==> config.mk <==
export PLATFORM = sky130hd
export DESIGN_NAME = coef_ram
export DESIGN_NICKNAME = d
export VERILOG_FILES = /design/src/design/assert_macros.svh /design/src/design/coef_ram.sv
export SDC_FILE = /design/constraint.sdc
export NUM_CORES = 1
export LEC_CHECK = 0
export BUFFER_PORTS_ARGS = -buffer_cell sky130_fd_sc_hd__clkbuf_2
export CAP_MARGIN = 5
export CELL_PAD_IN_SITES_DETAIL_PLACEMENT = 1
export CELL_PAD_IN_SITES_GLOBAL_PLACEMENT = 2
export CORE_ASPECT_RATIO = 0.75
export CORE_MARGIN = 5
export CORE_UTILIZATION = 35
export DETAILED_ROUTE_END_ITERATION = 8
export GPL_TIMING_DRIVEN = 0
export PLACE_DENSITY_LB_ADDON = 0.1
export SETUP_SLACK_MARGIN = 0.4
export SLEW_MARGIN = 20
export SYNTH_ARGS = -nofsm -noshare
export SYNTH_HDL_FRONTEND = slang
export SYNTH_SLANG_ARGS = --single-unit
==> constraint.sdc <==
create_clock -name clk -period 3.19 [get_ports clk]
set_clock_uncertainty 0.1 [all_clocks]
set_input_delay 0.4785 -clock clk [delete_from_list [all_inputs] [get_ports clk]]
set_output_delay 0.4785 -clock clk [all_outputs]
set_load 0.1 [all_outputs]
==> src/design/assert_macros.svh <==
// Assertion macros shared by the overlap edge finder RTL.
`ifndef ASSERT_MACROS_SVH
`define ASSERT_MACROS_SVH
// Implication checked on every clock edge outside reset.
`define AST_IMPL(lbl, a, c) \
  lbl: assert property (@(posedge clk) disable iff (!rst_n) (a) |-> (c)) \
    else $error("assertion failed");
// Implication whose consequent is checked in the next cycle.
`define AST_NEXT(lbl, a, c) \
  lbl: assert property (@(posedge clk) disable iff (!rst_n) (a) |=> (c)) \
    else $error("assertion failed");
`endif

==> src/design/coef_ram.sv <==
// Generic single-port-write, single-port-read RAM with registered read.
module coef_ram #(
  parameter int WIDTH = 8,
  parameter int DEPTH = 32
) (
  input  logic                     clk,
  input  logic                     we,
  input  logic [$clog2(DEPTH)-1:0] waddr,
  input  logic [WIDTH-1:0]         wdata,
  input  logic [$clog2(DEPTH)-1:0] raddr,
  output logic [WIDTH-1:0]         rdata
);
  logic [WIDTH-1:0] mem [DEPTH];

  always_ff @(posedge clk) begin
    if (we) begin
      mem[waddr] <= wdata;
    end
    rdata <= mem[raddr];
  end
endmodule

**Word level (Yosys, flattened, before mapping)**

Memories as Yosys holds them, arrays and structs flattened. A register that Yosys moved wholly into a read port is not among the register bits.
Index checks and enable logic that the tools add are counted.

- Multiplexer cells: 2

Operators by type and width:

| operator | number |
|---|---|
| $mux W1 | 2 |

- Bits in registers: 0
- Output and inout port bits: 8
- Input port bits: 20
- RAM bits: 256
- Word-level logic and storage cells: 3
- Memories kept: 1

Memory list:

| name | words | width | rd ports | clocked after Yosys merged registers in | write ports | RTL line | source |
|---|---|---|---|---|---|---|---|
| mem | 32 | 8 | 1 | 1 | 1 | coef_ram.sv:13 | `logic [WIDTH-1:0] mem [DEPTH];` |

**Longest topological paths before layout**

Gate-level depths: netlist of the first run.

- Word-level depth: 2
- Mapped depth: 5
- Depth with buffers taken out: 3

**Worst setup path after synthesis of the first run**

No wires, ideal clock.

- Kind: input port to flip-flop
- Start point: input raddr[2]
- End point: register rdata[0], read port of mem
- Data arrival time: 2160 ps
- Buffers on the path: 2
- Required time: 2969 ps
- Setup time: 121 ps
- Setup slack: 809 ps
- Cell stages on the path: 5
- Cell sequence: clkbuf_1 clkbuf_1 mux4_2 mux4_2 mux2_2

RTL lines:

| what | RTL line | source |
|---|---|---|
| start: declaration | coef_ram.sv:10 | `input logic [$clog2(DEPTH)-1:0] raddr,` |
| end: declaration | coef_ram.sv:11 | `output logic [WIDTH-1:0] rdata` |

==> qor.yml, run 1 <==
run_status:
  status: "finished clean"
min_path:
  min_path_type: "in -> reg"
  holdPathEnd: "rdata[1]"
  hold_depth: 2
  hp-start: "raddr[3]"
logic_synthesis:
  synth.distinct_cells: 15
  syn_area_um2: 10100
  synth-warning-count: 0
  yosys.area.top_type_share: 0.765
  ys_ff_latch: 264
  yosysSeqAreaShare: 0.781
  yosysTopAreaCell: "edfxtp_1"
  syn_inst: 417
  ys_top_cells_by_area: "edfxtp_1 76%, mux4_2 18%, dfxtp_1 1.6%"
  syn-num-nets: 437
  synth.avg_cell_area_um2: 24.1
placement:
  port_buffers: 22
  dpl.hpwl_mm: 15.3
  gp_congestion: 0.713
  place_inst: 824
layout:
  fin_nets: 489
  drive_above_1_share: 0.329
  layout_commonest_cell: "edfxtp_1"
  final_cells: 875
  area_growth_pct: 15.1
  layout_common_cells: "256 x edfxtp_1, 80 x mux4_2, 33 x nor2_1, 28 x clkbuf_16, 22 x clkbuf_2"
critical_path:
  endpoint_kind: "register"
  reg2reg_from: "mem[21][5]"
  worstSetupPathType: "in -> reg"
  r2r_end: "rdata[5]"
  cp_data_arrival_time_ns: 2.94
  max_stage_delay_ns: 0.68
  worstPathMaxFanout: 10
  critical_path.cell_chain: "clkbuf_1 -> buf_1 -> mux4_2 -> mux4_2 -> mux2_2"
  cp_slowest_cell: "buf_1"
  crit_top_cell: "mux4_2"
  start_kind: "input port"
  reg2reg_slack_ns: 1.25
  reg2reg_depth: 3
  crit_required_ns: 3.50
clock_tree:
  h-tree-depth: 1
  cts_made_buffers: 28
  root_buffer: "clkbuf_16"
  postCtsHoldBufs: 0
  cts_buffer_depth: 3
  clk_pin_slew_ns: 0.06
  clk_latency_ns: 0.54
  cts.sinks: 264
  cts_resized: 0
  postCtsSetupBuffers: 0
  cts_tree: "yes"
die:
  die_w_um: 206
  fp.dieArea_um2: 32200
  rows: 53
  start_util: 0.357
  die_y_um: 157
  core-area_um2: 28200
  ios: 28
pwr:
  power_per_cell_area_nw_per_um2: 658
  peakVddDrop_uv: 356
  p_leak_nw: 3.56
detailed_routing:
  drt_iter0_drc: 418
  routedWlPerCell_um: 27.0
  via_per_inst: 5.10
  first_pass_iters: 4
  drc_errors: 0
  antenna_left: 0
  drt_wl_total_mm: 23.6
  vias: 4460
timing:
  fin_crit_ns: 2.63
  rsz0062_at_grt: "false"
  fmax_mhz: 380
  fin_setup_tns_ns: 0
  slew_headroom: 0.355
  drv_slew: 0
  setup_viol: 0
  period_share: 0.825
  finalHoldViolations: 0
  tightest_slew_ns: 0.964
grt:
  grt_pass1_wl_mm: 34.5
  grt_max_degree: 33
  overflow: 0
  grt_pass1_vias: 4685
  globalRouteTotalUtil: 0.151
  antenna_found_initial: 1
job:
  cap_violations: 0
[layer usage]
layer	wire length [um]	vias to the layer above	track usage
li1	-	1881	-
met1	12100	2448	0.246
met2	9960	97	0.210
met3	1010	34	0.0247
met4	618	0	0.0373
met5	0	-	0
[kinds of logic after synthesis]
| family | after synthesis | synth area share |
|---|---|---|
| buffers and inverters | 20 | 0.0106 |
| and+or+nand+nor | 45 | 0.0207 |
| DFF | 264 | 0.781 |
| muxes | 88 | 0.188 |
[state kept, by name (all words and copies together), names as in the netlist]
| signal | flops |
|---|---|
| rdata | 8 |
| mem | 256 |
[where the power goes]
group          total (mW)  leakage, nW  switching, mW  internal, mW
Clock                3.26        0.452           1.32          1.94
Sequential           3.87         2.37         0.0132          3.86
Combinational       0.485        0.738          0.328         0.157
Total                7.61         3.56           1.66          5.96
[synthesized netlist by cell type]
| master | count |
|---|---|
| mux4_2 | 80 |
| buf_4 | 6 |
| mux2_2 | 8 |
| buf_6 | 1 |
| edfxtp_1 | 256 |
| dfxtp_1 | 8 |
| nand3_1 | 2 |
| clkbuf_1 | 6 |
| or3b_2 | 3 |
| nor2_1 | 33 |
| nand3b_1 | 5 |
| nand2_1 | 1 |
| buf_2 | 1 |
| or3_1 | 1 |
| buf_1 | 6 |
[worst max-delay path: cells and delay by family]
| family | cells | cell delay, ns |
|---|---|---|
| multiplexers | 3 | 1.27 |
| buffers and inverters | 2 | 1.17 |
[how the worst max path moves through the flow]
stage              from       end  cells past startpoint
2_1_floorplan  raddr[2]  rdata[0]                      5
3_3_place_gp   raddr[2]  rdata[5]                      5
5_1_grt        raddr[2]  rdata[5]                      5
3_5_place_dp   raddr[2]  rdata[5]                      5
6_report       raddr[2]  rdata[5]                      5
4_1_cts        raddr[2]  rdata[5]                      5
[cell type report]
class / count / area, um^2
repair buffers: 22 / 110
plain buffers: 20 / 106
well taps: 385 / 482
flip-flops and latches: 264 / 7850
clock inverters: 16 / 196
multi-input cells: 133 / 2100
diodes: 1 / 2.50
fillers: 2600 / 16600
clock buffers: 34 / 723
[stage by stage]
step	hold WS, ns	total power [mW]	utilization	worst slack, ns	area, um^2
final	0.422	7.61	0.410	0.558	11600
after CTS	0.417	7.72	0.410	0.526	11600
after detailed placement	0.804	4.44	0.378	-0.0320	10600
after global routing	0.432	7.90	0.410	0.534	11600
after floorplan	0.477	4.25	-	0.809	10100
after global placement	0.794	4.43	0.378	-0.0526	10600
Power figures use the tool's default switching activity.
==> run 2, diff against run 1 <==
Clock period 3.19 ns to 2.1 ns, I/O delays scaled along.
==> run 2 against run 1 <==
Compared with the run above: global-route usage is essentially flat; combinational power rose by 65%; clock-buffer cell count is 5 lower; largest power group unchanged; critical path depth shrank 2; routed wire length fell by 0.11%; final cell count up 0.34%; clock power rose by 56%; register-to-register slack got worse by 1.1 ns; power up 54%; die area stayed put; sequential share of layout area shrank 1.8 points.
==> qor.yml, run 2 (synthesis results as in run 1) <==
critical_path:
  critical_path.cell_chain: "mux4_2 -> mux4_2 -> mux2_2"
  crit_buf_inv: 0  # -2
  critical-path-top-delay-family: "multiplexers"
  worstPathMaxFanout: 1  # -9
  worstSetupPathType: "reg -> reg"
  max_stage_delay_ns: 0.55  # -0.13 ns
  endpoint_kind: "register"
  cp_data_arrival_time_ns: 2.27  # -0.67 ns
  cp_slowest_cell: "mux4_2"
  start_kind: "register"
  crit_required_ns: 2.41  # -1.09 ns
  crit_top_cell: "mux4_2"
grt:
  overflow: 0  # unchanged
  globalRouteTotalUtil: 0.150  # -0.000469
  grt_pass1_wl_mm: 34.1  # -1.2%
  grt_max_degree: 33  # unchanged
  antenna_found_initial: 0  # -1
  grt_pass1_vias: 4698  # +0.28%
timing:
  slew_headroom: 0.363  # +0.00826
  drv_slew: 0  # unchanged
  setup_viol: 0  # unchanged
  fin_crit_ns: 1.96
  finalHoldViolations: 0  # unchanged
  whs_ns: 0.245  # -0.177 ns
  tightest_slew_ns: 0.952  # -0.0123 ns
  rsz0062_at_grt: "true"
  period_share: 0.932
  fmax_mhz: 511
pwr:
  peakVddDrop_uv: 651  # +83%
  p_int_mw: 9.24  # +55%
  seqPwrFrac: 0.500  # -0.009
  power_mw: 11.8  # +54%
  p_leak_nw: 3.67  # +3.1%
  p_sw_frac: 0.214  # -0.00392
  comb_power_share: 0.068  # +0.004
  power_per_cell_area_nw_per_um2: 988  # +50%
  pwr-share-clk: 0.432  # +0.004
  p_sw_mw: 2.51  # +52%
layout:
  drive_above_1_share: 0.400  # +0.0704
  fin_nets: 492  # +0.61%
  top_regs: "mem x256, rdata x8"
  antennaDiodeCount: 0  # -1
  area_growth_pct: 18.3
  nFillCells: 2581  # -0.73%
  largest_register: "mem"
  finish.utilization: 0.422  # +0.0115
  layout_commonest_cell: "edfxtp_1"
  layout_common_cells: "256 x edfxtp_1, 80 x mux4_2, 27 x clkbuf_16, 16 x clkbuf_2"
  largest_register_ffs: 256  # unchanged
die:
  rows: 53  # unchanged
  ios: 28  # unchanged
  core-area_um2: 28200  # unchanged
  die_y_um: 157  # unchanged
  start_util: 0.357  # unchanged
  die_w_um: 206  # unchanged
  fp.dieArea_um2: 32200  # unchanged
placement:
  dpl.hpwl_mm: 15.6  # +2.3%
  gp_congestion: 0.721  # +1.2%
  port_buffers: 22  # unchanged
clock_tree:
  cts_buffer_depth: 3  # unchanged
  postCtsHoldBufs: 0  # unchanged
  root_buffer: "clkbuf_16"
  clk_latency_ns: 0.54  # about the same
  cts_tree: "yes"
  clk_pin_slew_ns: 0.06  # about the same
  cts_made_buffers: 27  # -3.6%
  h-tree-depth: 1  # unchanged
  cts.sinks: 264  # unchanged
min_path:
  min_path_type: "in -> reg"
detailed_routing:
  drt_wl_total_mm: 23.6  # -0.11%
  first_pass_iters: 4  # unchanged
  via_per_inst: 5.03  # -1.3%
  routedWlPerCell_um: 26.9  # -0.46%
  antenna_left: 0  # unchanged
  drc_errors: 0  # unchanged
  vias: 4419  # -0.92%
  drt_iter0_drc: 268  # -36%
run_status:
  status: "finished clean"
job:
  cap_violations: 0  # unchanged
==> run 2: changes by cell type in the layout (fill, tap and decap cells not counted), sizes merged <==
cell / delta
clkinvlp: +2
clkbuf: -5
diode: -1
clkinv: +1
bufinv: +2
buf: +4
==> run 2: metal layers <==
layer	vias to the layer above	wire length (um)	global-route usage
li1	1897	-	-
met4	0	332	0.0309
met3	24	1520	0.0342
met5	-	0	0
met2	96	10600	0.222
met1	2402	11100	0.230
==> run 2: cell type report <==
type / count / area [um^2] / area share
well taps: 385 / 482 / 0.0405
clock buffers: 29 / 683 / 0.0575
plain buffers: 20 / 214 / 0.0180
repair buffers: 26 / 173 / 0.0145
clock inverters: 21 / 264 / 0.0222
multi-input cells: 133 / 2230 / 0.187
flip-flops and latches: 264 / 7850 / 0.660
==> run 2: worst register-to-register path: cells and delay by family (launching register included) <==
family  cells  cell delay, ns
DFF         1            0.37
muxes       3            1.37
==> run 2: timing repair <==
item | 4_1_cts | 5_1_grt
endpoints found under the hold margin | 0 | 0
endpoints found under the setup margin | 100 | 98
resized for setup | 20 | 12
setup buffers | 0 | 4
==> run 2: metrics by stage <==
step	worst slack, ns	area, um^2	instances	setup TNS [ns]
after detailed placement	-0.400	10800	824	-29.40
after global placement	-0.399	10800	824	-25.56
after CTS	0.114	11800	874	0
final	0.143	11900	878	0
after global routing	0.116	11900	878	0
after floorplan	0.0879	10200	417	0
==> run 2: path summary, 6_finish.rpt <==
check / startpoint / endpoint / cells past startpoint / slack, ns
worst max-delay path: mem[29][1] / rdata[1] / 3 / 0.14
worst min-delay path: raddr[3] / rdata[3] / 2 / 0.24
worst max register to register: mem[29][1] / rdata[1] / 3 / 0.14
worst min register to register: mem[22][3] / rdata[3] / 3 / 0.83
==> run 2: power groups by stage <==
stage,clock (mW),sequential [mW],combinational [mW]
2_1_floorplan,0,6.15,0.343
3_3_place_gp,0,5.99,0.778
3_5_place_dp,0,5.99,0.787
4_1_cts,5.20,5.88,0.807
5_1_grt,5.45,5.88,0.849
6_report,5.07,5.88,0.800
