<file path="src/design/assert_macros.svh">
// Assertion macros shared by the overlap edge finder RTL.
`ifndef ASSERT_MACROS_SVH
`define ASSERT_MACROS_SVH
// Implication checked on every clock edge outside reset.
`define AST_IMPL(lbl, a, c) \
  lbl: assert property (@(posedge clk) disable iff (!rst_n) (a) |-> (c)) \
    else $error("assertion failed");
// Implication whose consequent is checked in the next cycle.
`define AST_NEXT(lbl, a, c) \
  lbl: assert property (@(posedge clk) disable iff (!rst_n) (a) |=> (c)) \
    else $error("assertion failed");
`endif

</file>
<file path="src/design/coef_pkg.sv">
// Package: types, constants and state codes for the overlap edge finder.
package coef_pkg;
  localparam int MAX_READERS_DEF = 32;
  localparam int ID_W = 16;
  localparam int POS_W = 24;
  localparam int RAD_W = 23;
  localparam int WGT_W = 17;
  localparam int DIFF_W = 25;
  localparam int D2_W = 51;
  localparam int RS_W = 24;
  localparam int SQ_W = 34;
  localparam int DEN_W = 35;
  localparam int NUM_W = 51;
  localparam int ENT_W = ID_W + 2 * POS_W + RAD_W;

  typedef enum logic [3:0] {
    ST_IDLE, ST_READ, ST_DIFF, ST_SQR, ST_TEST, ST_SQRT, ST_DIV, ST_EMIT, ST_STORE
  } coef_state_t;

  typedef struct packed {
    logic start;
    logic [D2_W-1:0] d2;
  } coef_calc_req_t;

  typedef struct packed {
    logic done;
    logic [WGT_W-1:0] weight;
  } coef_calc_rsp_t;
endpackage

</file>
<file path="src/design/coef_weight.sv">
// Iterative unit: sqrt of d2<<16, then rounded reciprocal 2^32/(2^16+q).
module coef_weight import coef_pkg::*; (
  input  logic           clk,
  input  logic           rst_n,
  input  coef_calc_req_t req,
  output coef_calc_rsp_t rsp
);
  logic             busy_r, busy_nxt;
  logic             phase_r, phase_nxt;
  logic [5:0]       cnt_r, cnt_nxt;
  logic [67:0]      rad_r, rad_nxt;
  logic [SQ_W-1:0]  root_r, root_nxt;
  logic [SQ_W+1:0]  rem_r, rem_nxt;
  logic [DEN_W-1:0] den_r, den_nxt;
  logic [NUM_W-1:0] num_r, num_nxt;
  logic [DEN_W:0]   drem_r, drem_nxt;
  logic [WGT_W-1:0] quo_r, quo_nxt;
  logic             done_r, done_nxt;
  logic [SQ_W+1:0]  trial;
  logic [DEN_W:0]   dsh;

  // Restoring sqrt, two radicand bits per step; then restoring divide, one bit per step.
  always_comb begin
    busy_nxt = busy_r;
    phase_nxt = phase_r;
    cnt_nxt = cnt_r;
    rad_nxt = rad_r;
    root_nxt = root_r;
    rem_nxt = rem_r;
    den_nxt = den_r;
    num_nxt = num_r;
    drem_nxt = drem_r;
    quo_nxt = quo_r;
    done_nxt = 1'b0;
    trial = '0;
    dsh = '0;
    if (!busy_r) begin
      if (req.start) begin
        busy_nxt = 1'b1;
        phase_nxt = 1'b0;
        cnt_nxt = 6'd0;
        rad_nxt = {1'b0, req.d2, 16'd0};
        root_nxt = '0;
        rem_nxt = '0;
      end
    end else if (!phase_r) begin
      rem_nxt = {rem_r[SQ_W-1:0], rad_r[67:66]};
      trial = {root_r, 2'b01};
      if ({rem_r[SQ_W-1:0], rad_r[67:66]} >= trial) begin
        rem_nxt = {rem_r[SQ_W-1:0], rad_r[67:66]} - trial;
        root_nxt = {root_r[SQ_W-2:0], 1'b1};
      end else begin
        root_nxt = {root_r[SQ_W-2:0], 1'b0};
      end
      rad_nxt = {rad_r[65:0], 2'b00};
      cnt_nxt = cnt_r + 6'd1;
      if (cnt_r == 6'd33) begin
        phase_nxt = 1'b1;
        cnt_nxt = 6'd0;
      end
    end else if (cnt_r == 6'd0) begin
      den_nxt = DEN_W'(65536) + DEN_W'(root_r);
      num_nxt = NUM_W'(64'h1_0000_0000) + NUM_W'(root_r >> 1) + NUM_W'(32768);
      drem_nxt = '0;
      quo_nxt = '0;
      cnt_nxt = 6'd1;
    end else begin
      dsh = {drem_r[DEN_W-1:0], num_r[NUM_W-1]};
      num_nxt = {num_r[NUM_W-2:0], 1'b0};
      if (dsh >= {1'b0, den_r}) begin
        drem_nxt = dsh - {1'b0, den_r};
        quo_nxt = {quo_r[WGT_W-2:0], 1'b1};
      end else begin
        drem_nxt = dsh;
        quo_nxt = {quo_r[WGT_W-2:0], 1'b0};
      end
      cnt_nxt = cnt_r + 6'd1;
      if (cnt_r == 6'(NUM_W)) begin
        busy_nxt = 1'b0;
        done_nxt = 1'b1;
      end
    end
  end

  always_ff @(posedge clk) begin
    if (!rst_n) begin
      busy_r <= 1'b0;
      done_r <= 1'b0;
      phase_r <= 1'b0;
      cnt_r <= '0;
    end else begin
      busy_r <= busy_nxt;
      done_r <= done_nxt;
      phase_r <= phase_nxt;
      cnt_r <= cnt_nxt;
    end
    rad_r <= rad_nxt;
    root_r <= root_nxt;
    rem_r <= rem_nxt;
    den_r <= den_nxt;
    num_r <= num_nxt;
    drem_r <= drem_nxt;
    quo_r <= quo_nxt;
  end

  assign rsp.done = done_r;
  assign rsp.weight = quo_r;
endmodule

</file>
<file path="config.mk">
export PLATFORM = sky130hd
export DESIGN_NAME = coef_weight
export DESIGN_NICKNAME = d
export VERILOG_FILES = /design/src/design/assert_macros.svh /design/src/design/coef_pkg.sv /design/src/design/coef_weight.sv
export SDC_FILE = /design/constraint.sdc
export NUM_CORES = 1
export LEC_CHECK = 0
export BUFFER_PORTS_ARGS = -buffer_cell sky130_fd_sc_hd__buf_2
export CELL_PAD_IN_SITES_DETAIL_PLACEMENT = 1
export CELL_PAD_IN_SITES_GLOBAL_PLACEMENT = 1
export CORE_AREA = 2 2 197 199
export DETAILED_ROUTE_END_ITERATION = 10
export DIE_AREA = 0 0 199 201
export PLACE_DENSITY = 0.65
export SETUP_SLACK_MARGIN = 0.02
export SYNTH_ARGS = -nofsm -noshare
export SYNTH_HDL_FRONTEND = slang
export SYNTH_SLANG_ARGS = --single-unit
</file>
<file path="constraint.sdc">
create_clock -name clk -period 12 [get_ports clk]
set_clock_uncertainty 0.1 [all_clocks]
set_input_delay 1.2 -clock clk [delete_from_list [all_inputs] [get_ports clk]]
set_output_delay 1.2 -clock clk [all_outputs]
set_load 0.02 [all_outputs]
</file>
Word-level counts from Yosys, hierarchy flattened
Cells that the tools add are included.
W data, S select, Z words.
{"block": "totals", "reg_bits": 283, "latch_bits": 0, "mem_bits_rw": 0, "rom_bits": 0, "elab_cells": 61, "n_memories": 0}
{"block": "classes", "n_addsub": 6, "multipliers": 0, "div_mod_pow": 0, "order_cmp": 2, "eq_ne": 3, "n_shift": 0, "n_mux": 29, "bitwise": 3, "n_reduce_logical": 6}
{"op": "$mux W34", "n": 7}
{"op": "$mux W68", "n": 3}
{"op": "$mux W51", "n": 1}
{"op": "$ge A36 B35 Y1", "n": 1}
{"op": "$ge A36 B36 Y1", "n": 1}
{"op": "$add A17 B34 Y35 const A", "n": 1}
{"op": "$add A34 B16 Y35 const B", "n": 1}
{"op": "$mux W35", "n": 1}
{"op": "$sub A35 B35 Y35", "n": 1}
{"op": "$add A33 B33 Y34 const A", "n": 1}
{"op": "$sub A34 B34 Y34", "n": 1}
{"op": "$mux W6", "n": 5}
{"op": "$eq A6 B6 Y1 const B", "n": 2}
{"op": "$mux W1", "n": 12}
{"op": "$add A6 B1 Y6 const B", "n": 1}
{"op": "$logic_not A6 Y1", "n": 1}
{"op": "$reduce_and A2 Y1", "n": 2}
{"op": "$reduce_or A4 Y1", "n": 1}
{"op": "$not A1 Y1", "n": 3}
{"op": "$reduce_and A3 Y1", "n": 1}
{"op": "$ne A2 B2 Y1 const B", "n": 1}
{"op": "$reduce_bool A2 Y1", "n": 1}

Logic depth before layout (Yosys ltp)
{"block": "depth", "depth_word": 5, "mapped_depth": 14, "depth_no_buf": 12}

Worst setup path before layout
No wires, ideal clock.
{"block": "synth_path", "path_kind": "register to register", "start": "register busy_r", "end": "register rad_r[16] (enable)", "setup_ns": 0.600, "arrival_ns": 7.333, "required_ns": 11.300, "setup_slack_ns": 3.967, "path_stages_with_launch": 5, "path_buffers": 1, "path_cell_list": "dfxtp_1 clkbuf_1 nand2_1 inv_1 nor2_1"}
{"block": "synth_via", "elab_chain_cells": 2, "word_cells_on_any_way": 3}
{"element": "start, declared", "line": "coef_weight.sv:8", "source": "logic busy_r, busy_nxt;"}
{"element": "start signal, assigned", "line": "coef_weight.sv:92", "source": "busy_r <= busy_nxt;"}
{"element": "$ne A2 B2 Y1 (no source line) / $reduce_bool A2 Y1 (equally long branches)"}
{"element": "$reduce_and A2 Y1 (no source line) (*)"}
{"element": "end signal, assigned", "line": "coef_weight.sv:97", "source": "rad_r <= rad_nxt;"}
{"element": "end, declared", "line": "coef_weight.sv:11", "source": "logic [67:0] rad_r, rad_nxt;"}
Mark *: on every way between the ends. The rest lies on a longest branch, timed or not.
A chain may end at the register's enable or synchronous reset.

Final worst setup path
{"block": "layout_path", "start": "register num_r[50]", "end": "register drem_r[29] (data pin)"}
{"block": "layout_via", "elab_chain_cells": 2, "word_cells_on_any_way": 3}
{"element": "start, declared", "line": "coef_weight.sv:15", "source": "logic [NUM_W-1:0] num_r, num_nxt;"}
{"element": "start signal, assigned", "line": "coef_weight.sv:101", "source": "num_r <= num_nxt;"}
{"element": "$sub A35 B35 Y35 / $ge A36 B35 Y1 (equally long branches)", "line": "coef_weight.sv:71, coef_weight.sv:70"}
{"element": "$mux W35 (*)", "line": "coef_weight.sv:70", "source": "if (dsh >= {1'b0, den_r}) begin"}
{"element": "end signal, assigned", "line": "coef_weight.sv:102", "source": "drem_r <= drem_nxt;"}
{"element": "end, declared", "line": "coef_weight.sv:16", "source": "logic [DEN_W:0] drem_r, drem_nxt;"}
Marked as above.

==> flow_metrics.py <==
metrics = {
    "clock_tree": {
        "clk_latency_ns": 0.58,
        "clock_path_buffers": 3,
        "post_cts_buffers": 0,
        "cts_sinks": 267,
        "clkTransAtPathRegs_ns": 0.07,
        "cts_hold_buf": 0,
        "cts-root-buf": "clkbuf_16",
        "ctsResizeCount": 0,
        "cts_tree": "built",
        "cts_buffers": 31,
        "cts_max_level": 1,
    },
    "setup_path": {
        "critPathMaxStageDelay_ns": 0.93,
        "r2r_setup_slack_ns": 8.01,
        "critical_path.endpoint": "drem_r[29]",
        "r2r-start": "num_r[50]",
        "critPathSlowestCell": "o31a_2",
        "rr_worst_depth": 11,
        "cp.arrival_ns": 4.30,
        "cp-end-kind": "register",
        "path_class": "register to register",
        "cp_cell_sequence": "inv_1 -> ha_1 -> fa_1 -> nor2b_1 -> o31ai_1 -> a211oi_1 -> nor3_2 -> a211oi_1 -> o31a_2 -> nand2_1 -> o31ai_1",
        "crit_path_start_kind": "register",
        "crit_fanout": 40,
        "cp-startpoint": "num_r[50]",
        "rr_endpoint": "drem_r[29]",
        "critPathRequiredTime_ns": 12.31,
    },
    "timing": {
        "finalHoldViolations": 0,
        "finalMaxSlewViolations": 0,
        "holdWs_ns": 0.368,
        "finalCritPeriodShare": 0.332,
        "max_freq_mhz": 251,
        "fin_setup_tns_ns": 0,
        "tightest_slew_ns": 1.09,
        "setup-violations-final": 0,
        "period_needed_ns": 3.99,
        "rsz0062_at_grt": "false",
        "slew_headroom": 0.272,
    },
    "placement": {
        "dp_hpwl_um": 23700,
        "post_dp_cell_area_um2": 15900,
        "port_buffers": 71,
        "place_congestion": 0.804,
    },
    "synth": {
        "syn_area_um2": 15000,
        "synth_area_leaders": "edfxtp_1, ha_1, mux2_2",
        "synth_top_family_by_area": "simple AND/OR/NAND/NOR gates",
        "synthMuxAreaShare": 0.0667,
        "synth_cell_types": 71,
        "synth_flop_cell": "edfxtp_1",
        "synth_async_sr_flop_share": 0,
        "synth_compound_area_frac": 0.117,
        "synth_top_area_cell": "edfxtp_1",
        "syn_inst": 1362,
        "synthAdderAreaFrac": 0.0638,
        "synth_edf_count": 258,
        "yosysTopAreaCellShare": 0.516,
        "synth.ff_latch_count": 267,
        "synth_xor_area_frac": 0.0414,
        "synth_warnings": 0,
        "synthesis.nets": 1492,
        "synth_simple_gate_area_frac": 0.144,
        "seq_area_frac_synth": 0.528,
        "avgSynthCellArea_um2": 11.0,
    },
    "route": {
        "drt-pass1-iter-count": 5,
        "viasPerCell": 5.17,
        "wl_per_cell_um": 17.4,
        "drc": 0,
        "vias": 10112,
        "routed_wl_um": 33900,
        "ant_nets": 0,
        "drt_iter0_drc": 440,
    },
    "worst_hold_path": {
        "min_path_type": "register to register",
    },
    "cells_and_area": {
        "utilization": 0.442,
        "antenna_cells": 0,
        "num-nets-final": 1547,
        "syn_to_final_growth_pct": 12.3,
        "fin_area_um2": 16900,
        "drive_gt1_frac": 0.129,
    },
    "power": {
        "irDropWorstVdd_uv": 102,
        "p_leak_nw": 6.57,
        "p_per_area_nw_per_um2": 156,
    },
    "job": {
        "cap_violations": 0,
    },
    "grt": {
        "grt_pass1_vias": 10650,
        "grt_pass1_wl_um": 55600,
        "antenna_found_initial": 0,
        "grt_use_total": 0.171,
        "grt_max_degree": 77,
        "grt.overflow.total": 0,
    },
    "floorplan": {
        "num_rows": 72,
        "ioPinCount": 72,
        "core_um2": 38100,
        "die_w_um": 199,
        "die-height_um": 201,
        "die_area_um2": 40000,
        "start_util": 0.394,
    },
    "run_status": {
        "outcome": "finished clean",
    },
}
## worst max-delay path, delay by kind of cell, from the launching register on
| kind | cells | cell delay, ns |
|---|---|---|
| flops | 1 | 0.37 |
| compound gates | 5 | 2.03 |
| buf+inv | 1 | 0.06 |
| simple gates | 3 | 0.64 |
| fa+ha+maj | 2 | 0.63 |
## synthesized netlist by cell type, types with 12 or more instances
cell	instances
a211oi_1	15
a21o_1	35
a21oi_1	72
and2_1	76
and3_1	12
clkbuf_1	45
edfxtp_1	258
ha_1	75
inv_1	90
mux2_2	49
mux2i_1	45
nand2_1	134
nand2b_1	12
nand3_1	30
nand4_1	19
nor2_1	72
nor2b_1	36
nor3_1	16
o21a_1	12
o21ai_0	48
o21ai_1	14
xnor2_1	53
xor2_1	18
## kinds of logic after synthesis
| family | Yosys count |
|---|---|
| xor+xnor | 71 |
| buf+inv | 149 |
| compound gates | 271 |
| simple gates | 434 |
| flops | 267 |
| mux | 94 |
| fa+ha+maj | 76 |
## final cells by class
type | count | area [um^2]
inverter | 92 | 348
sequential | 267 | 7930
multi-input combinational | 946 | 6540
clock inverter | 17 | 188
fill | 4154 | 21200
tap | 518 | 648
timing repair buffer | 79 | 415
clock buffer | 36 | 795
## layer usage
layer / up-vias / track usage / share of wire
met5: - / 0 / 0
met4: 0 / 0.0405 / 0.019
met2: 91 / 0.277 / 0.46
li1: 5030 / - / -
met3: 38 / 0.0212 / 0.022
met1: 4953 / 0.243 / 0.49
## how the worst min path moves through the flow
stage	from	to	slack, ns	cells past startpoint
3_3_place_gp	root_r[4]	den_r[4]	0.35	0
5_1_grt	root_r[4]	den_r[4]	0.39	0
6_report	root_r[14]	den_r[14]	0.37	0
3_5_place_dp	root_r[11]	den_r[11]	0.36	0
2_1_floorplan	root_r[0]	den_r[0]	0.34	0
4_1_cts	root_r[14]	den_r[14]	0.36	0
## sequential cells by signal, summed over array words and instances, names as in the netlist, 6 cells and up
signal,flops
quo_r,17
cnt_r,6
rad_r,52
den_r,35
root_r,34
rem_r,34
num_r,51
drem_r,35
## metrics by stage
step	power (W)	setup slack, ns	instances
CTS	0.00266	7.95	1955
global route	0.00275	7.65	1955
floorplan	0.00158	3.97	1362
detailed placement	0.00172	7.97	1902
finish	0.00262	8.01	1955
global placement	0.00170	8.15	1902
## cell usage in the layout, fill, tap and decap left out, types with 14 or more instances in the layout
cell type,synthesis,layout
edfxtp_1,258,258
nand2_1,134,134
inv_1,90,89
and2_1,76,76
ha_1,75,75
a21oi_1,72,72
buf_2,4,71
nor2_1,72,70
xnor2_1,53,53
mux2_2,49,49
o21ai_0,48,48
mux2i_1,45,45
nor2b_1,36,36
a21o_1,35,35
clkbuf_16,0,31
nand3_1,30,29
nand4_1,19,19
xor2_1,18,18
nor3_1,16,16
a211oi_1,15,15
o21ai_1,14,14
## power breakdown
part	internal, W	leakage, nW	switching, W
clock network	0.000554	0.480	0.000375
registers	0.00110	2.59	0.0000350
logic	0.000238	3.51	0.000326
total	0.00189	6.57	0.000736
(Power assumes the default switching activity.)
